`src/hw/rtl/cable_clearance_height_controller_macros.svh`:
```
// Assertion macros for the cable clearance height controller
`ifndef CABLE_CLEARANCE_HEIGHT_CONTROLLER_MACROS_SVH
`define CABLE_CLEARANCE_HEIGHT_CONTROLLER_MACROS_SVH
`define CCH_ASSERT_IMPL(label, clk, rst, ante, cons, msg) \
   label: assert property (@(posedge clk) disable iff (rst) (ante) |-> (cons)) else $error(msg);
`define CCH_ASSERT_NEXT(label, clk, rst, ante, cons, msg) \
   label: assert property (@(posedge clk) disable iff (rst) (ante) |=> (cons)) else $error(msg);
`endif

```
`src/hw/rtl/cchc_pkg.sv`:
```
// Shared types and constants for the cable clearance height controller
package cchc_pkg;
   localparam logic [2:0] CSR_POINT_COUNT = 3'd0;
   localparam logic [2:0] CSR_CLEARANCE   = 3'd1;
   localparam logic [2:0] CSR_HALF_HEIGHT = 3'd2;
   localparam logic [2:0] CSR_GAIN        = 3'd3;
   localparam logic [2:0] CSR_DEADBAND    = 3'd4;
   localparam logic [2:0] CSR_MAX_SPEED   = 3'd5;
   localparam logic [2:0] CSR_ALPHA       = 3'd6;
   localparam logic [16:0] Q_ONE = 17'd65536;
   localparam logic [63:0] SEG_MIN = 64'd4;
   localparam logic signed [32:0] SAT_POS = 33'sd2147483647;
   localparam logic signed [32:0] SAT_NEG = -33'sd2147483647;

   // datapath step selector
   localparam logic [3:0] OP_NONE  = 4'd0;
   localparam logic [3:0] OP_INIT  = 4'd1;
   localparam logic [3:0] OP_RDA   = 4'd2;
   localparam logic [3:0] OP_SEG   = 4'd3;
   localparam logic [3:0] OP_LEN   = 4'd4;
   localparam logic [3:0] OP_NUM   = 4'd5;
   localparam logic [3:0] OP_DIV   = 4'd6;
   localparam logic [3:0] OP_INTP  = 4'd7;
   localparam logic [3:0] OP_DIST  = 4'd8;
   localparam logic [3:0] OP_CMP   = 4'd9;
   localparam logic [3:0] OP_ERR   = 4'd10;
   localparam logic [3:0] OP_GAIN  = 4'd11;
   localparam logic [3:0] OP_SMTH  = 4'd12;
   localparam logic [3:0] OP_SMTH2 = 4'd13;

   typedef struct packed {
      logic [3:0] op;
      logic       rd_next;
   } cmd_type;

   typedef struct packed {
      logic skip;
      logic t_trivial;
      logic div_done;
   } status_type;

   function automatic logic signed [32:0] sat_sym(input logic signed [32:0] v);
      if (v > SAT_POS) return SAT_POS;
      if (v < SAT_NEG) return SAT_NEG;
      return v;
   endfunction

   // floor(v / 65536)
   function automatic logic signed [47:0] floor16(input logic signed [63:0] v);
      return v[63:16];
   endfunction
endpackage

```
`src/hw/rtl/cchc_controller.sv`:
```
// Controller: sequences the segment walk, division and output stages
module cchc_controller #(
   parameter int MAX_POINTS = 64,
   localparam int AW = $clog2(MAX_POINTS),
   localparam int CW = $clog2(MAX_POINTS + 1)
) (
   input  logic clock,
   input  logic reset,
   input  logic req_go,
   input  logic req_tick,
   input  logic [CW-1:0] n_active,
   input  cchc_pkg::status_type status,
   output cchc_pkg::cmd_type cmd,
   output logic [AW-1:0] seg_idx,
   output logic busy,
   output logic done
);
   import cchc_pkg::*;
   `include "cable_clearance_height_controller_macros.svh"

   localparam logic [3:0] S_IDLE = 4'd0;
   localparam logic [3:0] S_INIT = 4'd1;
   localparam logic [3:0] S_RDA  = 4'd2;
   localparam logic [3:0] S_RDB  = 4'd3;
   localparam logic [3:0] S_SEG  = 4'd4;
   localparam logic [3:0] S_LEN  = 4'd5;
   localparam logic [3:0] S_NUM  = 4'd6;
   localparam logic [3:0] S_CHK  = 4'd7;
   localparam logic [3:0] S_DIV  = 4'd8;
   localparam logic [3:0] S_INTP = 4'd9;
   localparam logic [3:0] S_DIST = 4'd10;
   localparam logic [3:0] S_CMP  = 4'd11;
   localparam logic [3:0] S_ERR  = 4'd12;
   localparam logic [3:0] S_GAIN = 4'd13;
   localparam logic [3:0] S_OUT  = 4'd14;
   localparam logic [3:0] S_SM   = 4'd15;

   logic [3:0] state_ff, state_in;
   logic [CW-1:0] idx_ff, idx_in;
   logic [4:0] dc_ff, dc_in;
   logic done_ff, done_in;
   logic last_seg;
   logic tick_start;

   assign last_seg = ({1'b0, idx_ff} + 1'b1) >= ({1'b0, n_active} - 1'b1);
   assign tick_start = (state_ff == S_IDLE) && req_go && req_tick;
   assign seg_idx = idx_ff[AW-1:0];
   assign busy = (state_ff != S_IDLE) || done_ff;
   assign done = done_ff;

   always_comb begin
      state_in = state_ff;
      idx_in = idx_ff;
      dc_in = dc_ff;
      done_in = (state_ff == S_SM);
      cmd = '{op: OP_NONE, rd_next: 1'b0};
      unique case (state_ff)
         S_IDLE: if (tick_start) begin
            state_in = S_INIT;
            idx_in = '0;
         end
         S_INIT: begin
            cmd.op = OP_INIT;
            state_in = S_RDA;
         end
         S_RDA: state_in = S_RDB;
         S_RDB: begin
            cmd.op = OP_RDA;
            cmd.rd_next = 1'b1;
            state_in = (n_active >= CW'(2)) ? S_SEG : S_ERR;
         end
         S_SEG: begin
            cmd.op = OP_SEG;
            state_in = S_LEN;
         end
         S_LEN: begin
            cmd.op = OP_LEN;
            state_in = S_NUM;
         end
         S_NUM: begin
            cmd.op = OP_NUM;
            dc_in = '0;
            state_in = S_CHK;
         end
         S_CHK: begin
            if (status.skip) begin
               state_in = last_seg ? S_ERR : S_RDA;
               idx_in = idx_ff + 1'b1;
            end else begin
               state_in = status.t_trivial ? S_INTP : S_DIV;
            end
         end
         S_DIV: begin
            cmd.op = OP_DIV;
            dc_in = dc_ff + 5'd1;
            if (dc_ff == 5'd16) state_in = S_INTP;
         end
         S_INTP: begin
            cmd.op = OP_INTP;
            state_in = S_DIST;
         end
         S_DIST: begin
            cmd.op = OP_DIST;
            state_in = S_CMP;
         end
         S_CMP: begin
            cmd.op = OP_CMP;
            idx_in = idx_ff + 1'b1;
            state_in = last_seg ? S_ERR : S_RDA;
         end
         S_ERR: begin
            cmd.op = OP_ERR;
            state_in = S_GAIN;
         end
         S_GAIN: begin
            cmd.op = OP_GAIN;
            state_in = S_OUT;
         end
         S_OUT: begin
            cmd.op = OP_SMTH;
            state_in = S_SM;
         end
         S_SM: begin
            cmd.op = OP_SMTH2;
            state_in = S_IDLE;
         end
         default: state_in = S_IDLE;
      endcase
   end

   always_ff @(posedge clock) begin
      if (reset) begin
         state_ff <= S_IDLE;
         idx_ff <= '0;
         dc_ff <= '0;
         done_ff <= 1'b0;
      end else begin
         state_ff <= state_in;
         idx_ff <= idx_in;
         dc_ff <= dc_in;
         done_ff <= done_in;
      end
   end

   `CCH_ASSERT_IMPL(a_div_bound, clock, reset, state_ff == S_DIV, dc_ff <= 5'd16, "divider overrun")
   `CCH_ASSERT_NEXT(a_start, clock, reset, tick_start, state_ff == S_INIT, "tick not started")
   `CCH_ASSERT_NEXT(a_done, clock, reset, done, state_ff == S_IDLE, "done not followed by idle")
endmodule

```
`config.mk`:
```
export PLATFORM = sky130hd
export DESIGN_NAME = cchc_controller
export DESIGN_NICKNAME = d
export VERILOG_FILES = /design/src/hw/rtl/cchc_pkg.sv /design/src/hw/rtl/cchc_controller.sv
export VERILOG_INCLUDE_DIRS = /design/src /design/src/hw/rtl
export SDC_FILE = /design/constraint.sdc
export NUM_CORES = 1
export LEC_CHECK = 0
export ABC_CLOCK_PERIOD_IN_PS = 3050
export BUFFER_PORTS_ARGS = -buffer_cell sky130_fd_sc_hd__buf_2
export CORE_UTILIZATION = 55
export DETAILED_ROUTE_END_ITERATION = 10
export PLACE_DENSITY = 0.81
export REMOVE_ABC_BUFFERS = 1
export SKIP_CTS_REPAIR_TIMING = 1
export SYNTH_ARGS = -nofsm -noshare
export SYNTH_HDL_FRONTEND = slang
export SYNTH_SLANG_ARGS = --single-unit
```
`constraint.sdc`:
```
create_clock -name clock -period 3.05 [get_ports clock]
set_input_delay 0.61 -clock clock [delete_from_list [all_inputs] [get_ports clock]]
set_output_delay 0.61 -clock clock [all_outputs]
set_load 0.01 [all_outputs]
```
Yosys cells after proc, flatten, opt, wreduce, memory -nomap -nowiden
Index checks and enable logic that the tools add are counted.
- flip-flop bits (word level): 17
- bits in latches: 0
- bits in writable memories: 0
- ROM bits: 0
- bits of input ports: 14
- output and inout port bits: 13
- logic and storage cells: 51
- memories: 0
- $add $sub $neg: 4
- multipliers: 0
- divide/modulo/power cells: 0
- magnitude comparators: 2
- equality and inequality tests: 19
- shift operators: 0
- mux-type cells: 13
- bitwise logic cells: 0
- reduce and logical (&&, ||, !) cells: 9
- operators by type and width (cell ; number):
    $pmux 4 s16 ; 1
    $pmux 4 s13 ; 1
    $eq 4x4->1 const B ; 8
    $pmux 7 s3 ; 1
    $mux 4 ; 5
    $eq 4x3->1 const B ; 4
    $mux 7 ; 2
    $pmux 5 s2 ; 1
    $add 7x1->8 const B ; 1
    $eq 4x2->1 const B ; 2
    $ge 8x8->1 ; 1
    $sub 7x1->8 const B ; 1
    $add 7x1->7 const B ; 1
    $ge 7x2->1 const B ; 1
    $ne 2x2->1 const B ; 3
    $add 5x1->5 const B ; 1
    $eq 5x5->1 const B ; 1
    $eq 4x1->1 const B ; 1
    $logic_not 4->1 ; 1
    $reduce_bool 4->1 ; 1
    $reduce_and 3->1 ; 1
    $reduce_bool 3->1 ; 1
    $logic_and 1x1->1 ; 2
    $mux 1 ; 2
    3 further kinds ; 3

Depth between registers and ports, before layout
Gate-level depths: netlist of run 1.
- depth after elaboration: 5
- mapped depth: 11
- mapped depth without buffers: 11

Worst setup path before layout of run 1
No wires, ideal clock.
- path kind: in2reg
- start point: in n_active[0]
- end point: reg state_ff[2]
- setup time: 0.074 ns
- data arrival time: 2.305 ns
- data required time: 2.976 ns
- path slack: 0.671 ns
- stages on the path: 10
- path buffers: 0
- cells stage by stage: inv_1 ha_1 nand2b_1 nor4_1 xnor2_1 ha_1 nand4_1 a31o_2 a221o_1 a31oi_1
- cells in the longest elaborated chain, start to end: 5
- RTL lines (item ; RTL line ; RTL):
    start: declaration ; cchc_controller.sv:11 ; input logic [CW-1:0] n_active,
    $sub 7x1->8 (*) ; cchc_controller.sv:45 ; assign last_seg = ({1'b0, idx_ff} + 1'b1) >= ({1'b0, n_active} - 1'b1);
    $ge 8x8->1 (*) ; cchc_controller.sv:45 ;
    $mux 4 (*) ; cchc_controller.sv:87, cchc_controller.sv:109 ;
    $mux 4 ; cchc_controller.sv:86 ; if (status.skip) begin
    $pmux 4 s16 (*) ; cchc_controller.sv:57 ; unique case (state_ff)
    end signal: assignment ; cchc_controller.sv:138 ; state_ff <= state_in;
    end: declaration ; cchc_controller.sv:38 ; logic [3:0] state_ff, state_in;
Every way passes the cells marked *; elsewhere a longest branch is shown, timed or not.
A chain may end at the register's enable or synchronous reset.

Final worst setup path of run 1
- start point: reg idx_ff[2]
- end point: reg state_ff[2]
- cells in the longest elaborated chain, start to end: 5
- RTL lines (item ; RTL line ; RTL):
    start: declaration ; cchc_controller.sv:39 ; logic [CW-1:0] idx_ff, idx_in;
    start signal: assignment ; cchc_controller.sv:139 ; idx_ff <= idx_in;
    $add 7x1->8 (*) ; cchc_controller.sv:45 ;
    $ge 8x8->1 (*) ; cchc_controller.sv:45 ;
    $mux 4 (*) ; cchc_controller.sv:87, cchc_controller.sv:109 ;
    $mux 4 ; cchc_controller.sv:86 ;
    $pmux 4 s16 (*) ; cchc_controller.sv:57 ;
Marked as above.

==> results.json, run 1 <==
{
  "drive_above_1_share_pct": 22.3,
  "top_usage_layer": "met2",
  "synth_top_area_share_pct": 23.7,
  "cts_buffer_depth": 2,
  "netlist_area_um2": 1440,
  "hold_viol": 0,
  "yosys_warnings": 0,
  "ys_seq_area_share_pct": 23.7,
  "seqPwrFrac_pct": 50.1,
  "path_clk_slew_ns": 0.11,
  "fmax_mhz": 415,
  "maxCapViolations": 0,
  "cpMostUsedCell": "and3_1",
  "post-route-min-period_ns": 2.41,
  "syn2layout_area_growth_pct": 5.58,
  "fin_cells": 218,
  "path_cells": "and3_1, and3_1, xor2_1, ha_1, a21oi_1, nor2_1, a211oi_1, a221o_1, a31oi_1",
  "grt_overflow": 0,
  "post-route-period-util_pct": 79.0,
  "grt_usage_pct": 23.5,
  "ir_drop_mv": 0.230,
  "synth_cell_types": 49,
  "die_w_um": 53.1,
  "port_buffers": 25,
  "slew_headroom_pct": 61.9,
  "finalClockSkew_ns": 0.00400,
  "wl_um": 2970,
  "initial_core_util_pct": 57.9,
  "cts_made_buffers": 3,
  "synth.avg_cell_area_um2": 8.20,
  "synth_cells": 175,
  "crit_family": "compound AO/OA/AOI/OAI gates",
  "crit_required_ns": 3.23,
  "grt_max_degree": 20,
  "power_density_nw_per_um2": 320,
  "gr-usage-met2_pct": 45.8,
  "grt_pass1_wl_um": 4890,
  "outcome": "finished, final reports clean",
  "crit_buf_inv": 0,
  "die_area_um2": 2820,
  "rsz0062_at_grt": "false",
  "clock_latency_ns": 0.29,
  "path_class": "flip-flop to flip-flop",
  "first_pass_iters": 4,
  "diodes": 0,
  "vias_per_cell": 5.94,
  "grt_util_met1_pct": 26.2,
  "yosys_register_bits": 17,
  "tns_ns": 0,
  "critPathMaxStageDelay_ns": 0.47,
  "antenna_found_initial": 0,
  "gp_congestion": 0.758,
  "h-tree-depth": 1,
  "synth_edf_count": 0,
  "cts-root-buf": "clkbuf_4",
  "ios": 27,
  "use_met3_pct": 2.59,
  "drv_slew": 0,
  "critPathLaunchType": "flip-flop",
  "ys_async_sr_fraction_pct": 0,
  "rows": 18,
  "ant_nets": 0,
  "synth_area_leaders": "dfxtp_1 (24%), ha_1 (11%), a21oi_1 (4.9%)",
  "dpl.cell_count": 214,
  "cp.arrival_ns": 2.59,
  "cts_sinks": 17,
  "drt_iter0_drc": 17,
  "dieHeight_um": 53.1,
  "hp-class": "flip-flop to flip-flop",
  "vias": 1295,
  "critPathSlowestCell": "dfxtp_1",
  "power_switching_mw": 0.160,
  "p_clk_share_pct": 25.7,
  "dp_hpwl_um": 2310,
  "rrSetupSlack_ns": 0.64,
  "first_global_vias": 1199,
  "swShare_pct": 33.1,
  "p_leak_nw": 0.639,
  "yosys.area.top_type": "dfxtp_1",
  "drcViolationCount": 0,
  "post_drt_wl_per_cell_um": 13.6,
  "tightest_slew_ns": 0.571,
  "final_nets": 216,
  "p_total_mw": 0.485,
  "core_area_um2": 2480,
  "path_max_fanout": 7,
  "combPwrFrac_pct": 24.2,
  "synth_ff_type": "dfxtp_1",
  "p_int_mw": 0.325,
  "setup_viol": 0,
  "cts_tree": "yes",
  "cp-end-kind": "flip-flop"
}
## cells in the final DEF, fill, tap and decap left out, types with 3 or more instances in the layout
master	n
a21oi_1	14
nand2b_1	4
xnor2_1	6
clkbuf_4	3
a311oi_2	4
nor2_1	15
buf_2	25
nor3_1	7
a22oi_1	3
ha_1	13
o21ai_0	7
nand3_1	5
xor2_1	4
and3_1	5
nand2_1	9
inv_1	8
dfxtp_1	17
a311oi_1	3
## synthesized netlist by cell type, types with 2 or more instances
cell type   n
nor2_1     15
nand2b_1    4
a311oi_2    4
or2b_1      2
buf_4       8
nand3_1     5
ha_1       13
a22oi_1     3
inv_1       8
or3_1       2
xor2_1      4
nor3_1      7
clkbuf_1    2
nand2_1     9
a311oi_1    3
xnor2_1     6
and3_1      5
buf_2       4
nor4_1      2
dfxtp_1    17
buf_6       2
a21oi_1    14
o21ai_0     7
nor2b_1     2
a211oi_1    2
nand4_1     2
## final timing paths
path | to | start | cells past startpoint
worst max-delay path | state_ff[2] | idx_ff[2] | 9
worst min-delay path | dc_ff[4] | dc_ff[4] | 1
worst min register to register | dc_ff[4] | dc_ff[4] | 1
worst max register to register | state_ff[2] | idx_ff[2] | 9
## power groups by stage
stage	sequential (mW)	clock, mW	combinational [mW]
3_3_place_gp	0.247	0	0.111
3_5_place_dp	0.248	0	0.117
6_report	0.243	0.125	0.117
4_1_cts	0.243	0.129	0.118
5_1_grt	0.244	0.135	0.131
2_1_floorplan	0.244	0	0.0765
## state kept, by name, summed over array words and instances (netlist names)
register and cells:
idx_ff 7, dc_ff 5, state_ff 4, done 1
## area by class of cell
| type | count | area [µm²] |
|---|---|---|
| multi-input combinational | 134 | 955 |
| tap | 30 | 37.5 |
| sequential | 17 | 340 |
| clock inverter | 1 | 5.00 |
| timing repair buffer | 25 | 125 |
| fill | 244 | 962 |
| inverter | 8 | 30.0 |
| clock buffer | 3 | 22.5 |
## routing by layer
metal	wire, µm	vias up	part of all wire [%]
li1	-	658	-
met1	1280	605	43
met2	1550	28	52
met3	106	4	3.6
met4	23	0	0.78
met5	0	-	0
## logic make-up after synthesis
| group | count (synthesis) | share of synthesized area [%] |
|---|---|---|
| AO/OA/AOI/OAI | 44 | 22.2 |
| XOR/XNOR | 10 | 6.10 |
| adder cells (fa/ha/maj) | 13 | 11.3 |
| buffers and inverters | 24 | 9.76 |
| flip-flops | 17 | 23.7 |
| multiplexers | 1 | 0.697 |
| AND/OR/NAND/NOR | 66 | 26.2 |
## metrics by stage
stage	util [%]	setup slack, ns	hold WS (ns)	area (µm²)
after floorplan	-	0.671	0.434	1330
after global placement	60.1	0.439	0.462	1490
after detailed placement	60.1	0.382	0.468	1490
after CTS	61.2	0.650	0.486	1520
after global routing	61.2	0.437	0.507	1520
final	61.2	0.639	0.484	1520
No activity file was read; power rests on OpenSTA's default activity.
==> run 2, diff against run 1 <==
- ABC_CLOCK_PERIOD_IN_PS: 3050 -> 2300
- clock period: 3.05 -> 2.3 ns (I/O delays scaled with it)
==> run 2 against run 1 <==
Compared with the run above: final cell count rose by 5.5%; combinational power rose by 46%; total power rose by 38%; clock power rose by 42%; final area rose by 7.0%; worst hold slack improved by 0.036 ns; die area did not move; global-route usage rose by 2.8 points; largest cell class unchanged; largest power group unchanged; highest routed layer unchanged.
==> results.json, run 2 (synthesized netlist as in run 1, its figures left out) <==
{
  "cp-end-kind": "output pin",
  "place_ws_ns": -0.138,
  "grt_overflow": 0,
  "seqPwrFrac_pct": 47.9,
  "tns_ns": 0,
  "dieHeight_um": 53.1,
  "cts_buffer_depth": 2,
  "r2r-end": "state_ff[2]",
  "die_area_um2": 2820,
  "largest_register": "idx_ff",
  "slew_headroom_pct": 60.3,
  "combPwrFrac_pct": 25.6,
  "drt_iter0_drc": 21,
  "fmax_mhz": 462,
  "p_clk_share_pct": 26.5,
  "swShare_pct": 34.1,
  "vias_per_cell": 5.77,
  "setup_viol": 0,
  "power_density_nw_per_um2": 412,
  "cts_tree": "yes",
  "fillers": 219,
  "crit_start": "state_ff[0]",
  "drcViolationCount": 0,
  "h-tree-depth": 1,
  "clock_latency_ns": 0.30,
  "ios": 27,
  "diodes": 0,
  "drive_above_1_share_pct": 29.5,
  "critPathCapture": "busy",
  "die_w_um": 53.1,
  "path_clk_slew_ns": 0.12,
  "critPathMaxStageDelay_ns": 0.54,
  "grt_usage_pct": 26.3,
  "final_cell_mix": "buf_2 (25), nor2_1 (15), a21oi_1 (14), dfxtp_1 (14), ha_1 (13)",
  "hp-class": "flip-flop to flip-flop",
  "ant_nets": 0,
  "path_class": "flip-flop to output pin",
  "first_pass_iters": 5,
  "rsz0062_at_grt": "false",
  "tightest_slew_ns": 0.595,
  "crit_required_ns": 1.84,
  "setup_ws_ns": 0.137,
  "grt_pass1_wl_um": 5410,
  "dp_hpwl_um": 2430,
  "grt_max_degree": 20,
  "path_max_fanout": 11,
  "p_int_mw": 0.441,
  "maxCapViolations": 0,
  "ir_drop_mv": 0.321,
  "largest_reg_flops": 7,
  "first_global_vias": 1274,
  "port_buffers": 25,
  "rrSetupSlack_ns": 0.14,
  "power_switching_mw": 0.228,
  "hold_viol": 0,
  "r2r_start": "idx_ff[2]",
  "core_area_um2": 2480,
  "rr_worst_depth": 8,
  "post-route-min-period_ns": 2.16,
  "path_cells": "or2_1, or4_2, buf_2",
  "wl_um": 3150,
  "p_leak_nw": 0.700,
  "cp.arrival_ns": 1.70,
  "cts_made_buffers": 3,
  "finalClockSkew_ns": 0.00218,
  "cts-root-buf": "clkbuf_4",
  "rows": 18,
  "gp_congestion": 0.788,
  "cts_sinks": 17,
  "final_nets": 228,
  "post_drt_wl_per_cell_um": 13.7,
  "critPathLaunchType": "flip-flop",
  "vias": 1328,
  "drv_slew": 0,
  "finalHoldWorstSlack_ns": 0.519,
  "outcome": "finished, final reports clean",
  "antenna_found_initial": 0,
  "post-route-period-util_pct": 94.0,
  "syn2layout_area_growth_pct": 13.0,
  "initial_core_util_pct": 57.9,
  "reg_top3": "idx_ff (7), dc_ff (5), state_ff (4)",
  "critPathSlowestCell": "or4_2",
  "final_common_cell": "buf_2"
}
run 2: cell count changes in the layout (fill, tap and decap cells not counted), sizes merged:
| cell | change |
|---|---|
| buf | +12 |
run 2: per-layer routing:
metal  global-route usage, %  routed length, µm  vias to the layer above  part of all wire [%]
met5                       0                  0                        -                     0
met4                    11.4                 39                        0                   1.2
met3                    3.16                 91                        6                   2.9
met2                    49.4               1590                       27                    51
met1                    29.0               1430                      616                    45
li1                        -                  -                      679                     -
run 2: worst min path at each step:
stage | depth (start not counted) | end | startpoint | slack (ns)
after floorplan | 1 | dc_ff[4] | dc_ff[4] | 0.43
after global placement | 1 | dc_ff[4] | dc_ff[4] | 0.46
after detailed placement | 1 | dc_ff[4] | dc_ff[4] | 0.50
after CTS | 1 | dc_ff[4] | dc_ff[4] | 0.51
after global routing | 1 | dc_ff[4] | dc_ff[4] | 0.54
final | 1 | dc_ff[4] | dc_ff[4] | 0.52
run 2: critical path: cells and delay by family (launching register included):
family / cells / cell delay (ns)
flip-flops: 1 / 0.42
AND/OR/NAND/NOR: 2 / 0.82
buffers and inverters: 1 / 0.16
run 2: metrics by stage:
stage | cells | power (mW) | instance area (µm²) | util, %
after floorplan | 159 | 0.425 | 1330 | -
after global placement | 226 | 0.488 | 1580 | 63.7
after detailed placement | 226 | 0.498 | 1580 | 63.7
after CTS | 230 | 0.668 | 1610 | 64.8
after global routing | 230 | 0.702 | 1620 | 65.5
final | 230 | 0.668 | 1620 | 65.5
run 2: power groups by stage:
stage	clock network (mW)	logic, mW	registers (mW)
finish	0.177	0.171	0.320
global route	0.187	0.192	0.323
CTS	0.175	0.171	0.321
detailed placement	0	0.170	0.328
global placement	0	0.161	0.327
floorplan	0	0.101	0.323
run 2: layout make-up:
type	count	area (µm²)	area share (%)
Multi-Input combinational cell	134	965	59.5
Clock inverter	1	5.00	0.309
Tap cell	30	37.5	2.31
Inverter	8	30.0	1.85
Clock buffer	3	22.5	1.39
Timing Repair Buffer	37	215	13.3
Sequential cell	17	347	21.4
==> run 3, diff against run 2 <==
- RECOVER_POWER: unset -> 50
==> run 3 against run 2 <==
Compared with the run above: sequential power hardly changed; clock power hardly changed; sequential share of layout area is 0.17 points higher; worst hold slack worse by 0.00066 ns; critical path type unchanged; combinational power hardly changed; critical endpoint unchanged; global-route usage stayed put.
==> results.json, run 3 (synthesized netlist as in run 1, its figures left out) <==
{
  "slew_headroom_pct": 63.5,
  "multi_input_area_um2": 957,
  "post-route-period-util_pct": 94.0,
  "first_pass_iters": 4,
  "gp_congestion": 0.788,
  "path_class": "flip-flop to output pin",
  "tns_ns": 0,
  "ant_nets": 0,
  "p_leak_nw": 0.681,
  "clock_latency_ns": 0.30,
  "path_clk_slew_ns": 0.12,
  "drt_iter0_drc": 21,
  "critPathMaxStageDelay_ns": 0.54,
  "post_drt_wl_per_cell_um": 13.6,
  "wl_um": 3120,
  "path_max_fanout": 11,
  "placedInstanceArea_um2": 1580,
  "drive_above_1_share_pct": 27.0,
  "cp.arrival_ns": 1.70,
  "ios": 27,
  "final_nets": 228,
  "r2r_start": "idx_ff[0]",
  "cts_buffer_depth": 2,
  "rsz0062_at_grt": "false",
  "critPathSlowestCell": "or4_2",
  "final_cell_mix": "buf_2 (21), nor2_1 (15), a21oi_1 (14), dfxtp_1 (14), ha_1 (13)",
  "p_total_mw": 0.667,
  "syn2layout_area_growth_pct": 12.1,
  "cp-end-kind": "output pin",
  "hold_path_startpoint": "dc_ff[4]",
  "dieHeight_um": 53.1,
  "die_w_um": 53.1,
  "finalClockSkew_ns": 0.00248,
  "h-tree-depth": 1,
  "grt_max_degree": 20,
  "grt_pass1_wl_um": 5410,
  "vias": 1327,
  "tightest_slew_ns": 0.547,
  "setup_ws_ns": 0.138,
  "path_cells": "or2_1, or4_2, buf_2",
  "setup_viol": 0,
  "place_ws_ns": -0.138,
  "critPathLaunchType": "flip-flop",
  "crit_required_ns": 1.84,
  "vias_per_cell": 5.77,
  "cts-root-buf": "clkbuf_4",
  "post-route-min-period_ns": 2.16,
  "drv_slew": 0,
  "ir_drop_mv": 0.320,
  "fillers": 224,
  "finalHoldWorstSlack_ns": 0.519,
  "crit_buf_inv": 1,
  "final_common_cell": "buf_2",
  "outcome": "finished, final reports clean",
  "cts_tree": "yes",
  "crit_family": "simple AND/OR/NAND/NOR gates",
  "grt_usage_pct": 26.3,
  "diodes": 0,
  "grt_overflow": 0,
  "die_area_um2": 2820,
  "power_density_nw_per_um2": 414,
  "largest_register": "idx_ff",
  "core_area_um2": 2480,
  "maxCapViolations": 0,
  "antenna_found_initial": 0,
  "rows": 18,
  "hp-class": "flip-flop to flip-flop",
  "cts_sinks": 17,
  "port_buffers": 25,
  "dp_hpwl_um": 2430,
  "crit_start": "state_ff[0]",
  "hold_viol": 0,
  "seqCellArea_um2": 347,
  "cts_made_buffers": 3,
  "first_global_vias": 1274,
  "initial_core_util_pct": 57.9,
  "largest_reg_flops": 7,
  "design_area_um2": 1610,
  "drcViolationCount": 0,
  "reg_top3": "idx_ff (7), dc_ff (5), state_ff (4)",
  "fmax_mhz": 462
}
[run 3: cell types whose count changed in the layout (fill, tap and decap cells not counted)]
cell      change
clkbuf_1      +4
nand2b_1      +1
nand2b_4      -1
buf_2         -4
[run 3: worst reg2reg max path: cells and delay by family, from the launching register on]
| family | cells | cell delay (ns) |
|---|---|---|
| AOI/OAI and AO/OA | 3 | 0.69 |
| DFF | 1 | 0.39 |
| and+or+nand+nor | 3 | 0.36 |
| adders and majority gates | 2 | 0.49 |
| xor gates and xnor gates | 1 | 0.17 |
[run 3: cell type report]
cell class	instances	share of cell area (%)
Clock inverter	1	0.311
Clock buffer	3	1.40
Tap cell	30	2.33
Sequential cell	17	21.5
Multi-Input combinational cell	134	59.5
Inverter	8	1.87
Timing Repair Buffer	37	13.1
[run 3: path summary, 6_finish.rpt]
path                                     to  slack [ns]  depth (start not counted)
worst max-delay path                   busy        0.14                          3
worst max register to register  state_ff[2]        0.14                          9
worst min-delay path               dc_ff[4]        0.52                          1
worst min register to register     dc_ff[4]        0.52                          1
[run 3: routing by layer]
layer / up-vias / GRT usage, % / part of all wire (%)
li1: 680 / - / -
met1: 617 / 29.0 / 45
met2: 24 / 49.4 / 51
met3: 6 / 3.16 / 2.8
met4: 0 / 11.4 / 1.2
met5: - / 0 / 0
[run 3: per-stage QoR]
step	cells	utilization, %
floorplan	159	-
global placement	226	63.7
CTS	230	64.8
global route	230	64.9
detailed placement	226	63.7
finish	230	64.9
[run 3: power by group]
part	internal [mW]	switching (mW)
logic	0.0752	0.0950
registers	0.300	0.0199
clock network	0.0648	0.112
total	0.440	0.227
